`src/hdl/tsl_pkg.sv`:
```
// shared types and constants for the temperature sensor linearizer
package tsl_pkg;

   localparam int TableEntries = 17;
   localparam int TableIdxW    = $clog2(TableEntries);

   localparam logic [7:0]  HighByteDrop = 8'h14;
   localparam logic [16:0] ScaleBias    = 17'h00050;
   localparam logic [13:0] ScaleRecip   = 14'd13108;
   localparam logic [9:0]  ScaleMax     = 10'd255;

   typedef enum logic {
      MODE_CONVERT = 1'b0,
      MODE_WRITE   = 1'b1
   } mode_type;

   typedef enum logic [2:0] {
      CSR_LIMIT_CHECK_OFF = 3'd0,
      CSR_LOW_LIMIT       = 3'd1,
      CSR_HIGH_LIMIT      = 3'd2,
      CSR_FALLBACK_VALUE  = 3'd3,
      CSR_SENSOR_PRESENT  = 3'd4
   } csr_reg_type;

   typedef struct packed {
      logic [7:0] raw_high;
      logic       below_low;
      logic       above_high;
      logic       used_fallback;
      logic [7:0] weight;
   } ctrl_type;

endpackage

```
`src/hdl/tsl_curve_mem.sv`:
```
// curve table memory, one write port and two registered read ports
module tsl_curve_mem (
   input  logic                          clock,
   input  logic                          wr_en,
   input  logic [tsl_pkg::TableIdxW-1:0] wr_addr,
   input  logic [7:0]                    wr_data,
   input  logic                          rd_en,
   input  logic [tsl_pkg::TableIdxW-1:0] rd_addr_a,
   input  logic [tsl_pkg::TableIdxW-1:0] rd_addr_b,
   output logic [7:0]                    rd_data_a_ff,
   output logic [7:0]                    rd_data_b_ff
);

   logic [7:0] curve_mem_ff [tsl_pkg::TableEntries];

   always_ff @(posedge clock) begin
      if (wr_en) begin
         curve_mem_ff[wr_addr] <= wr_data;
      end
   end

   always_ff @(posedge clock) begin
      if (rd_en) begin
         rd_data_a_ff <= curve_mem_ff[rd_addr_a];
         rd_data_b_ff <= curve_mem_ff[rd_addr_b];
      end
   end

endmodule

```
`src/hdl/tsl_interp.sv`:
```
// interpolation products and high byte adjust, two pipeline stages
module tsl_interp (
   input  logic              clock,
   input  logic              prod_en,
   input  logic              adj_en,
   input  logic [7:0]        curve_lo,
   input  logic [7:0]        curve_hi,
   input  tsl_pkg::ctrl_type ctrl_in,
   input  logic [7:0]        fallback_value,
   output logic [15:0]       adj_ff,
   output tsl_pkg::ctrl_type ctrl_out_ff
);

   logic [7:0]        hi_eff;
   logic [15:0]       prod_hi_in;
   logic [16:0]       prod_lo_wide;
   logic [15:0]       prod_hi_ff;
   logic [15:0]       prod_lo_ff;
   tsl_pkg::ctrl_type ctrl_prod_ff;
   logic [16:0]       sum_wide;
   logic [15:0]       sum;
   logic [15:0]       adj_in;

   // upper entry only matters for a nonzero weight
   assign hi_eff       = (ctrl_in.weight == 8'd0) ? 8'd0 : curve_hi;
   assign prod_hi_in   = hi_eff * ctrl_in.weight;
   assign prod_lo_wide = curve_lo * (9'd256 - {1'b0, ctrl_in.weight});

   always_ff @(posedge clock) begin
      if (prod_en) begin
         prod_hi_ff   <= prod_hi_in;
         prod_lo_ff   <= prod_lo_wide[15:0];
         ctrl_prod_ff <= ctrl_in;
      end
   end

   assign sum_wide = {1'b0, prod_hi_ff} + {1'b0, prod_lo_ff};
   assign sum      = sum_wide[15:0];

   always_comb begin
      if (ctrl_prod_ff.used_fallback) begin
         adj_in = {fallback_value, 8'h00};
      end else if (sum[15:8] < tsl_pkg::HighByteDrop) begin
         adj_in = 16'h0000;
      end else begin
         adj_in = {sum[15:8] - tsl_pkg::HighByteDrop, sum[7:0]};
      end
   end

   always_ff @(posedge clock) begin
      if (adj_en) begin
         adj_ff      <= adj_in;
         ctrl_out_ff <= ctrl_prod_ff;
      end
   end

endmodule

```
`src/hdl/tsl_scale.sv`:
```
// scaling of the adjusted word to a byte and the result register
module tsl_scale (
   input  logic              clock,
   input  logic              out_en,
   input  logic [15:0]       adj,
   input  tsl_pkg::ctrl_type ctrl_in,
   output logic [7:0]        raw_high_ff,
   output logic              below_low_ff,
   output logic              above_high_ff,
   output logic              used_fallback_ff,
   output logic [15:0]       adjusted_value_ff,
   output logic [7:0]        scaled_temp_ff
);

   logic [16:0] biased;
   logic [11:0] div32;
   logic [25:0] recip_prod;
   logic [9:0]  quot;
   logic [7:0]  scaled_in;

   // divide by 160 as a shift by 5 then multiply by a reciprocal of 5
   assign biased     = {1'b0, adj} + tsl_pkg::ScaleBias;
   assign div32      = biased[16:5];
   assign recip_prod = div32 * tsl_pkg::ScaleRecip;
   assign quot       = recip_prod[25:16];
   assign scaled_in  = (quot > tsl_pkg::ScaleMax) ? 8'hFF : quot[7:0];

   always_ff @(posedge clock) begin
      if (out_en) begin
         raw_high_ff       <= ctrl_in.raw_high;
         below_low_ff      <= ctrl_in.below_low;
         above_high_ff     <= ctrl_in.above_high;
         used_fallback_ff  <= ctrl_in.used_fallback;
         adjusted_value_ff <= adj;
         scaled_temp_ff    <= scaled_in;
      end
   end

endmodule

```
`src/hdl/temp_sensor_linearizer_unit.sv`:
```
// top level of the temperature sensor linearizer
// A convert beat passes through a chain of registers on its way to the result port: the
// curve memory read register loads at its accept edge, then the product register, the
// adjust register and the result register, from which the result beat is taken. One
// beat is accepted every cycle while the result side keeps up; each stage holds only when
// the one after it is full and stalled, so up to four convert beats are in flight. A table
// write beat with an in-range index updates the curve memory at its accept edge, gives no
// result, and is seen by a convert beat in the next cycle.
module temp_sensor_linearizer_unit (
   input  logic        clock,
   input  logic        reset,
   input  logic        req_valid,
   output logic        req_ready,
   input  logic        req_mode,
   input  logic [4:0]  req_table_index,
   input  logic [7:0]  req_table_value,
   input  logic [15:0] req_adc_sample,
   output logic        rsp_valid,
   input  logic        rsp_ready,
   output logic [7:0]  rsp_raw_high,
   output logic        rsp_below_low,
   output logic        rsp_above_high,
   output logic        rsp_used_fallback,
   output logic [15:0] rsp_adjusted_value,
   output logic [7:0]  rsp_scaled_temp,
   input  logic        csr_write_en,
   input  logic [2:0]  csr_index,
   input  logic [7:0]  csr_wdata
);

   logic limit_check_off_ff;
   logic [7:0] low_limit_ff;
   logic [7:0] high_limit_ff;
   logic [7:0] fallback_value_ff;
   logic sensor_present_ff;

   logic rd_valid_ff, rd_valid_in;
   logic prod_valid_ff, prod_valid_in;
   logic adj_valid_ff, adj_valid_in;
   logic rsp_valid_ff, rsp_valid_in;
   logic rd_en, prod_en, adj_en, out_en;

   logic accept, is_convert, table_wr;
   logic [tsl_pkg::TableIdxW-1:0] seg_addr;
   logic [tsl_pkg::TableIdxW-1:0] seg_next_addr;
   logic [7:0] curve_lo, curve_hi;
   logic [7:0] raw;
   tsl_pkg::ctrl_type ctrl_in;
   tsl_pkg::ctrl_type ctrl_rd_ff;
   tsl_pkg::ctrl_type ctrl_adj;
   logic [15:0] adj;

   // config registers
   always_ff @(posedge clock) begin
      if (reset) begin
         limit_check_off_ff <= 1'b0;
         low_limit_ff       <= 8'd0;
         high_limit_ff      <= 8'd255;
         fallback_value_ff  <= 8'd0;
         sensor_present_ff  <= 1'b1;
      end else if (csr_write_en) begin
         unique case (csr_index)
            tsl_pkg::CSR_LIMIT_CHECK_OFF: limit_check_off_ff <= csr_wdata[0];
            tsl_pkg::CSR_LOW_LIMIT:       low_limit_ff       <= csr_wdata;
            tsl_pkg::CSR_HIGH_LIMIT:      high_limit_ff      <= csr_wdata;
            tsl_pkg::CSR_FALLBACK_VALUE:  fallback_value_ff  <= csr_wdata;
            tsl_pkg::CSR_SENSOR_PRESENT:  sensor_present_ff  <= csr_wdata[0];
            default: begin
            end
         endcase
      end
   end

   // stage enables, a stage moves when empty or when the next one moves
   assign out_en    = !rsp_valid_ff || rsp_ready;
   assign adj_en    = !adj_valid_ff || out_en;
   assign prod_en   = !prod_valid_ff || adj_en;
   assign rd_en     = !rd_valid_ff || prod_en;
   assign req_ready = rd_en;

   assign accept     = req_valid && req_ready;
   assign is_convert = accept && (req_mode == tsl_pkg::MODE_CONVERT);
   assign table_wr   = accept && (req_mode == tsl_pkg::MODE_WRITE)
                       && (req_table_index < 5'(tsl_pkg::TableEntries));

   assign seg_addr      = {1'b0, req_adc_sample[15:12]};
   assign seg_next_addr = seg_addr + 5'd1;
   assign raw           = req_adc_sample[15:8];

   always_comb begin
      ctrl_in.raw_high      = raw;
      ctrl_in.weight        = req_adc_sample[11:4];
      ctrl_in.below_low     = 1'b0;
      ctrl_in.above_high    = 1'b0;
      ctrl_in.used_fallback = 1'b0;
      if (!sensor_present_ff) begin
         ctrl_in.used_fallback = 1'b1;
      end else if (!limit_check_off_ff) begin
         if (raw < low_limit_ff) begin
            ctrl_in.below_low = 1'b1;
         end else if (raw > high_limit_ff) begin
            ctrl_in.above_high = 1'b1;
         end
         ctrl_in.used_fallback = ctrl_in.below_low || ctrl_in.above_high;
      end
   end

   always_comb begin
      rd_valid_in   = rd_en ? is_convert : rd_valid_ff;
      prod_valid_in = prod_en ? rd_valid_ff : prod_valid_ff;
      adj_valid_in  = adj_en ? prod_valid_ff : adj_valid_ff;
      rsp_valid_in  = out_en ? adj_valid_ff : rsp_valid_ff;
   end

   always_ff @(posedge clock) begin
      if (reset) begin
         rd_valid_ff   <= 1'b0;
         prod_valid_ff <= 1'b0;
         adj_valid_ff  <= 1'b0;
         rsp_valid_ff  <= 1'b0;
      end else begin
         rd_valid_ff   <= rd_valid_in;
         prod_valid_ff <= prod_valid_in;
         adj_valid_ff  <= adj_valid_in;
         rsp_valid_ff  <= rsp_valid_in;
      end
   end

   always_ff @(posedge clock) begin
      if (rd_en) begin
         ctrl_rd_ff <= ctrl_in;
      end
   end

   tsl_curve_mem u_curve_mem (
      .clock        (clock),
      .wr_en        (table_wr),
      .wr_addr      (req_table_index),
      .wr_data      (req_table_value),
      .rd_en        (rd_en),
      .rd_addr_a    (seg_addr),
      .rd_addr_b    (seg_next_addr),
      .rd_data_a_ff (curve_lo),
      .rd_data_b_ff (curve_hi)
   );

   tsl_interp u_interp (
      .clock          (clock),
      .prod_en        (prod_en),
      .adj_en         (adj_en),
      .curve_lo       (curve_lo),
      .curve_hi       (curve_hi),
      .ctrl_in        (ctrl_rd_ff),
      .fallback_value (fallback_value_ff),
      .adj_ff         (adj),
      .ctrl_out_ff    (ctrl_adj)
   );

   tsl_scale u_scale (
      .clock             (clock),
      .out_en            (out_en),
      .adj               (adj),
      .ctrl_in           (ctrl_adj),
      .raw_high_ff       (rsp_raw_high),
      .below_low_ff      (rsp_below_low),
      .above_high_ff     (rsp_above_high),
      .used_fallback_ff  (rsp_used_fallback),
      .adjusted_value_ff (rsp_adjusted_value),
      .scaled_temp_ff    (rsp_scaled_temp)
   );

   assign rsp_valid = rsp_valid_ff;

endmodule

```
`config.mk`:
```
export PLATFORM = sky130hd
export DESIGN_NAME = temp_sensor_linearizer_unit
export DESIGN_NICKNAME = d
export VERILOG_FILES = /design/src/hdl/tsl_pkg.sv /design/src/hdl/tsl_curve_mem.sv /design/src/hdl/tsl_interp.sv /design/src/hdl/tsl_scale.sv /design/src/hdl/temp_sensor_linearizer_unit.sv
export SDC_FILE = /design/constraint.sdc
export NUM_CORES = 1
export LEC_CHECK = 0
export BUFFER_PORTS_ARGS = -buffer_cell sky130_fd_sc_hd__buf_2
export CORE_MARGIN = 2
export CORE_UTILIZATION = 60
export DETAILED_ROUTE_END_ITERATION = 6
export PLACE_DENSITY = 0.78
export SYNTH_ARGS = -nofsm -noshare
export SYNTH_HDL_FRONTEND = slang
export SYNTH_SLANG_ARGS = --single-unit
```
`constraint.sdc`:
```
create_clock -name clock -period 12.7 [get_ports clock]
set_input_delay 1.27 -clock clock [delete_from_list [all_inputs] [get_ports clock]]
set_output_delay 1.27 -clock clock [all_outputs]
set_load 0.01 [all_outputs]
```
==> impl_metrics.prom <==
# TYPE chip_impl_metric gauge
chip_impl_info{name="outcome",value="finished, final reports clean"} 1
chip_impl_metric{name="portBuffers",unit=""} 78
chip_impl_info{name="crit_path_end_kind",value="flop"} 1
chip_impl_metric{name="number_of_distinct_library_cell_variants_in_the_gate_level_netlist_after_synthesis",unit=""} 65
chip_impl_metric{name="max_cap_viol_count",unit=""} 0
chip_impl_metric{name="ys_warn_count",unit=""} 0
chip_impl_metric{name="start_util",unit=""} 0.612
chip_impl_metric{name="dpl_worst_slack",unit="ns"} 6.17
chip_impl_info{name="timing.hold.worst.class",value="flop to flop"} 1
chip_impl_metric{name="floorplan.rows",unit=""} 66
chip_impl_metric{name="drtPass1Iterations",unit=""} 7
chip_impl_metric{name="design.core.area",unit="um^2"} 32600
chip_impl_metric{name="synth_async_sr_flop_share",unit=""} 0
chip_impl_metric{name="cts_made_buffers",unit=""} 31
chip_impl_info{name="synth.area.top_cells",value="sky130_fd_sc_hd__edfxtp_1 (41%), sky130_fd_sc_hd__ha_1 (12%), sky130_fd_sc_hd__fa_1 (11%)"} 1
chip_impl_metric{name="synthToLayoutAreaGrowth",unit="%"} 9.19
chip_impl_metric{name="final_antenna_net_count",unit=""} 0
chip_impl_metric{name="worst_pin_slew",unit="ns"} 1.21
chip_impl_info{name="critPathLaunchType",value="flop"} 1
chip_impl_metric{name="required",unit="ns"} 13.00
chip_impl_metric{name="antenna_violations_before_repair",unit=""} 0
chip_impl_metric{name="fraction_of_final_layout_cells_with_drive_strength_greater_than_1",unit=""} 0.122
chip_impl_metric{name="synthesis.instances",unit=""} 1644
chip_impl_metric{name="timing.critical_path.arrival",unit="ns"} 6.81
chip_impl_info{name="hold_start",value="u_interp.ctrl_out_ff[13]$_DFFE_PP_"} 1
chip_impl_metric{name="cts.htree.levels",unit=""} 1
chip_impl_metric{name="die_w",unit="um"} 186
chip_impl_metric{name="dr.first_iter.drc_count",unit=""} 849
chip_impl_metric{name="maxSlewHeadroom",unit=""} 0.193
chip_impl_metric{name="totalWireLength",unit="um"} 41300
chip_impl_metric{name="fp.dieArea",unit="um^2"} 34700
chip_impl_metric{name="finalCritPeriodShare",unit=""} 0.513
chip_impl_metric{name="chipHeight",unit="um"} 186
chip_impl_metric{name="grt_overflow_total",unit=""} 0
chip_impl_metric{name="post_cts.resized_instances",unit=""} 0
chip_impl_metric{name="synth_seq_cells",unit=""} 302
chip_impl_metric{name="syn_nets",unit=""} 1986
chip_impl_metric{name="drv_slew",unit=""} 0
chip_impl_metric{name="dp_hpwl",unit="um"} 31000
chip_impl_metric{name="hold_buffers",unit=""} 0
chip_impl_metric{name="setup_viol",unit=""} 0
chip_impl_metric{name="final.setup.tns",unit="ns"} 0
chip_impl_metric{name="n_fill_cell",unit=""} 2363
chip_impl_metric{name="layout_setup_ws",unit="ns"} 6.18
chip_impl_metric{name="max-clock-path-buffers",unit=""} 3
chip_impl_metric{name="grtUsageTotal",unit=""} 0.244
chip_impl_metric{name="grt_pass1_wl",unit="um"} 67700
chip_impl_metric{name="vias_per_cell",unit=""} 5.82
chip_impl_metric{name="via_count_of_the_first_global_routing_pass",unit=""} 13200
chip_impl_metric{name="clk_transition_reported_paths",unit="ns"} 0.06
chip_impl_metric{name="period_minus_slack",unit="ns"} 6.52
chip_impl_info{name="netlist.top_cell.by_area",value="sky130_fd_sc_hd__edfxtp_1"} 1
chip_impl_metric{name="clkLatencyLatePin",unit="ns"} 0.58
chip_impl_info{name="crit_type",value="flop to flop"} 1
chip_impl_metric{name="io_pins",unit=""} 83
chip_impl_metric{name="n_antenna_cell",unit=""} 0
chip_impl_info{name="cts_tree",value="yes"} 1
chip_impl_metric{name="min_delay_path_depth",unit=""} 0
chip_impl_info{name="critical_path.reg2reg.startpoint",value="u_interp.adj_ff[4]$_SDFFCE_PP0P_"} 1
chip_impl_metric{name="grt_start_max_net_pins",unit=""} 53
chip_impl_info{name="critPathLaunch",value="u_interp.adj_ff[4]$_SDFFCE_PP0P_"} 1
chip_impl_metric{name="biggest_fanout_along_the_worst_timing_path",unit=""} 8
chip_impl_metric{name="edff_count_synth",unit=""} 272
chip_impl_info{name="setup_repair_after_global_routing_missed_its_margin",value="false"} 1
chip_impl_info{name="dominantRegCellSynth",value="sky130_fd_sc_hd__edfxtp_1"} 1
chip_impl_metric{name="cts.sinks",unit=""} 302
chip_impl_metric{name="hold_violation_total_from_the_final_report",unit=""} 0
chip_impl_metric{name="synth.avg_cell_area",unit="um^2"} 12.1
chip_impl_metric{name="wl_per_cell",unit="um"} 18.9
chip_impl_metric{name="max_freq",unit="MHz"} 153
chip_impl_metric{name="syn_area",unit="um^2"} 20000
chip_impl_metric{name="final_nets",unit=""} 2061
chip_impl_info{name="cts.root.buffer_cell",value="sky130_fd_sc_hd__clkbuf_16"} 1
chip_impl_metric{name="drc",unit=""} 0
chip_impl_metric{name="post_cts.repair.setup_buffers",unit=""} 0
chip_impl_metric{name="post-synth-top-area-fraction",unit=""} 0.409
chip_impl_metric{name="finalWeightedCongestion",unit=""} 0.867
chip_impl_metric{name="timing.reg2reg.worst_path_depth",unit=""} 19
chip_impl_metric{name="yosysSeqAreaShare",unit=""} 0.439
chip_impl_metric{name="vias",unit=""} 12700
chip_impl_metric{name="fin_skew",unit="ns"} 0.0290
## sequential cells by signal (all words and copies together) (netlist names), 8 cells and up
signal / flops
ctrl_rd_ff: 15
u_curve_mem.rd_data_a_ff: 8
u_scale.scaled_temp_ff: 8
u_curve_mem.rd_data_b_ff: 8
fallback_value_ff: 8
u_interp.prod_lo_ff: 16
u_curve_mem.curve_mem_ff: 136
u_scale.adjusted_value_ff: 16
high_limit_ff: 8
u_interp.adj_ff: 16
u_interp.ctrl_out_ff: 11
low_limit_ff: 8
u_interp.ctrl_prod_ff: 11
u_scale.raw_high_ff: 8
u_interp.prod_hi_ff: 16
## metal layers
| metal | routed length, um | GRT usage |
|---|---|---|
| met1 | 15800 | 0.295 |
| met2 | 21700 | 0.441 |
| met3 | 2090 | 0.0325 |
| met4 | 1700 | 0.0966 |
| met5 | 0 | 0 |
## path summary, 6_finish.rpt
kind                                                   to  slack, ns
setup / recovery  u_scale.scaled_temp_ff[5]$_SDFFCE_PN1P_       6.18
hold / removal           u_scale.raw_high_ff[2]$_DFFE_PP_       0.42
setup reg to reg  u_scale.scaled_temp_ff[5]$_SDFFCE_PN1P_       6.18
hold reg to reg          u_scale.raw_high_ff[2]$_DFFE_PP_       0.42
## cell families (layout without fill, tap and decap cells)
kind of cell | count (synthesis) | in the layout | synth area share
AND/OR/NAND/NOR | 421 | 421 | 0.100
flip-flops | 302 | 302 | 0.439
adder cells (fa/ha/maj) | 296 | 296 | 0.228
buffers and inverters | 256 | 354 | 0.0492
AO/OA/AOI/OAI | 189 | 189 | 0.0618
multiplexers | 99 | 99 | 0.0857
XOR/XNOR | 81 | 81 | 0.0359
## final cells by class
type	count	area, um^2	area share
sequential	302	8770	0.402
inverter	212	796	0.0365
multi-input combinational	1086	10200	0.469
clock inverter	18	205	0.00942
timing repair buffer	86	453	0.0208
tap	442	553	0.0254
clock buffer	38	802	0.0368
## worst max-delay path: stages (launching register included)
cell	delay [ns]
sky130_fd_sc_hd__edfxtp_1	0.41
sky130_fd_sc_hd__ha_1	0.27
sky130_fd_sc_hd__o2111ai_1	0.22
sky130_fd_sc_hd__xor2_1	0.70
sky130_fd_sc_hd__xnor2_1	0.27
sky130_fd_sc_hd__fa_1	0.60
sky130_fd_sc_hd__inv_1	0.06
sky130_fd_sc_hd__fa_1	0.50
sky130_fd_sc_hd__fa_1	0.54
sky130_fd_sc_hd__inv_1	0.05
sky130_fd_sc_hd__fa_1	0.54
sky130_fd_sc_hd__inv_1	0.04
sky130_fd_sc_hd__ha_1	0.27
sky130_fd_sc_hd__o21ai_1	0.09
sky130_fd_sc_hd__o2bb2ai_1	0.42
sky130_fd_sc_hd__o21ai_0	0.17
sky130_fd_sc_hd__a21boi_0	0.37
sky130_fd_sc_hd__nor2_1	0.12
sky130_fd_sc_hd__o311a_1	0.39
sky130_fd_sc_hd__o21bai_1	0.19
## cell usage in the layout (no fill, tap or decap), types with 4 or more instances in the layout
master and instances:
sky130_fd_sc_hd__clkbuf_16 31, sky130_fd_sc_hd__nand2b_1 15, sky130_fd_sc_hd__and3_1 15, sky130_fd_sc_hd__edfxtp_1 272, sky130_fd_sc_hd__nand3_1 22, sky130_fd_sc_hd__clkinv_1 7, sky130_fd_sc_hd__dfxtp_1 30, sky130_fd_sc_hd__nand3b_1 14
sky130_fd_sc_hd__ha_1 183, sky130_fd_sc_hd__o21ai_1 5, sky130_fd_sc_hd__clkbuf_1 7, sky130_fd_sc_hd__a21boi_0 4, sky130_fd_sc_hd__a21oi_1 62, sky130_fd_sc_hd__or3_1 6, sky130_fd_sc_hd__inv_1 212, sky130_fd_sc_hd__nand2_1 171
sky130_fd_sc_hd__a21o_1 17, sky130_fd_sc_hd__nor2b_1 10, sky130_fd_sc_hd__o41a_1 4, sky130_fd_sc_hd__a22oi_1 10, sky130_fd_sc_hd__mux4_2 56, sky130_fd_sc_hd__mux2i_1 29, sky130_fd_sc_hd__xor2_1 23, sky130_fd_sc_hd__buf_4 9
sky130_fd_sc_hd__buf_2 77, sky130_fd_sc_hd__and2_1 61, sky130_fd_sc_hd__nor3_1 11, sky130_fd_sc_hd__nor2_1 79, sky130_fd_sc_hd__xnor2_1 57, sky130_fd_sc_hd__o21bai_1 6, sky130_fd_sc_hd__a221oi_1 8, sky130_fd_sc_hd__o21ai_0 38
sky130_fd_sc_hd__nand4_1 8, sky130_fd_sc_hd__mux2_2 14, sky130_fd_sc_hd__fa_1 112, sky130_fd_sc_hd__bufinv_16 4
## cells in the mapped netlist (10+ instances only)
cell type	instances
sky130_fd_sc_hd__edfxtp_1	272
sky130_fd_sc_hd__inv_1	212
sky130_fd_sc_hd__ha_1	184
sky130_fd_sc_hd__nand2_1	171
sky130_fd_sc_hd__fa_1	112
sky130_fd_sc_hd__nor2_1	79
sky130_fd_sc_hd__a21oi_1	62
sky130_fd_sc_hd__and2_1	61
sky130_fd_sc_hd__xnor2_1	57
sky130_fd_sc_hd__mux4_2	56
sky130_fd_sc_hd__o21ai_0	38
sky130_fd_sc_hd__clkbuf_1	31
sky130_fd_sc_hd__dfxtp_1	30
sky130_fd_sc_hd__mux2i_1	29
sky130_fd_sc_hd__nand3_1	23
sky130_fd_sc_hd__xor2_1	23
sky130_fd_sc_hd__a21o_1	17
sky130_fd_sc_hd__and3_1	15
sky130_fd_sc_hd__nand2b_1	15
sky130_fd_sc_hd__mux2_2	14
sky130_fd_sc_hd__nand3b_1	14
sky130_fd_sc_hd__buf_2	11
sky130_fd_sc_hd__nor3_1	11
sky130_fd_sc_hd__a22oi_1	10
sky130_fd_sc_hd__nor2b_1	10
## stage by stage
step,utilization,instance area [um^2],hold slack [ns],instances
CTS,0.668,21800,0.417,2184
detailed placement,0.637,20800,0.405,2128
global placement,0.637,20800,0.403,2128
floorplan,-,20000,0.400,1644
finish,0.668,21800,0.415,2184
global route,0.668,21800,0.423,2184
Power is not shown: default switching activity piles up to over one toggle a cycle in this logic, so the estimate is an artifact.
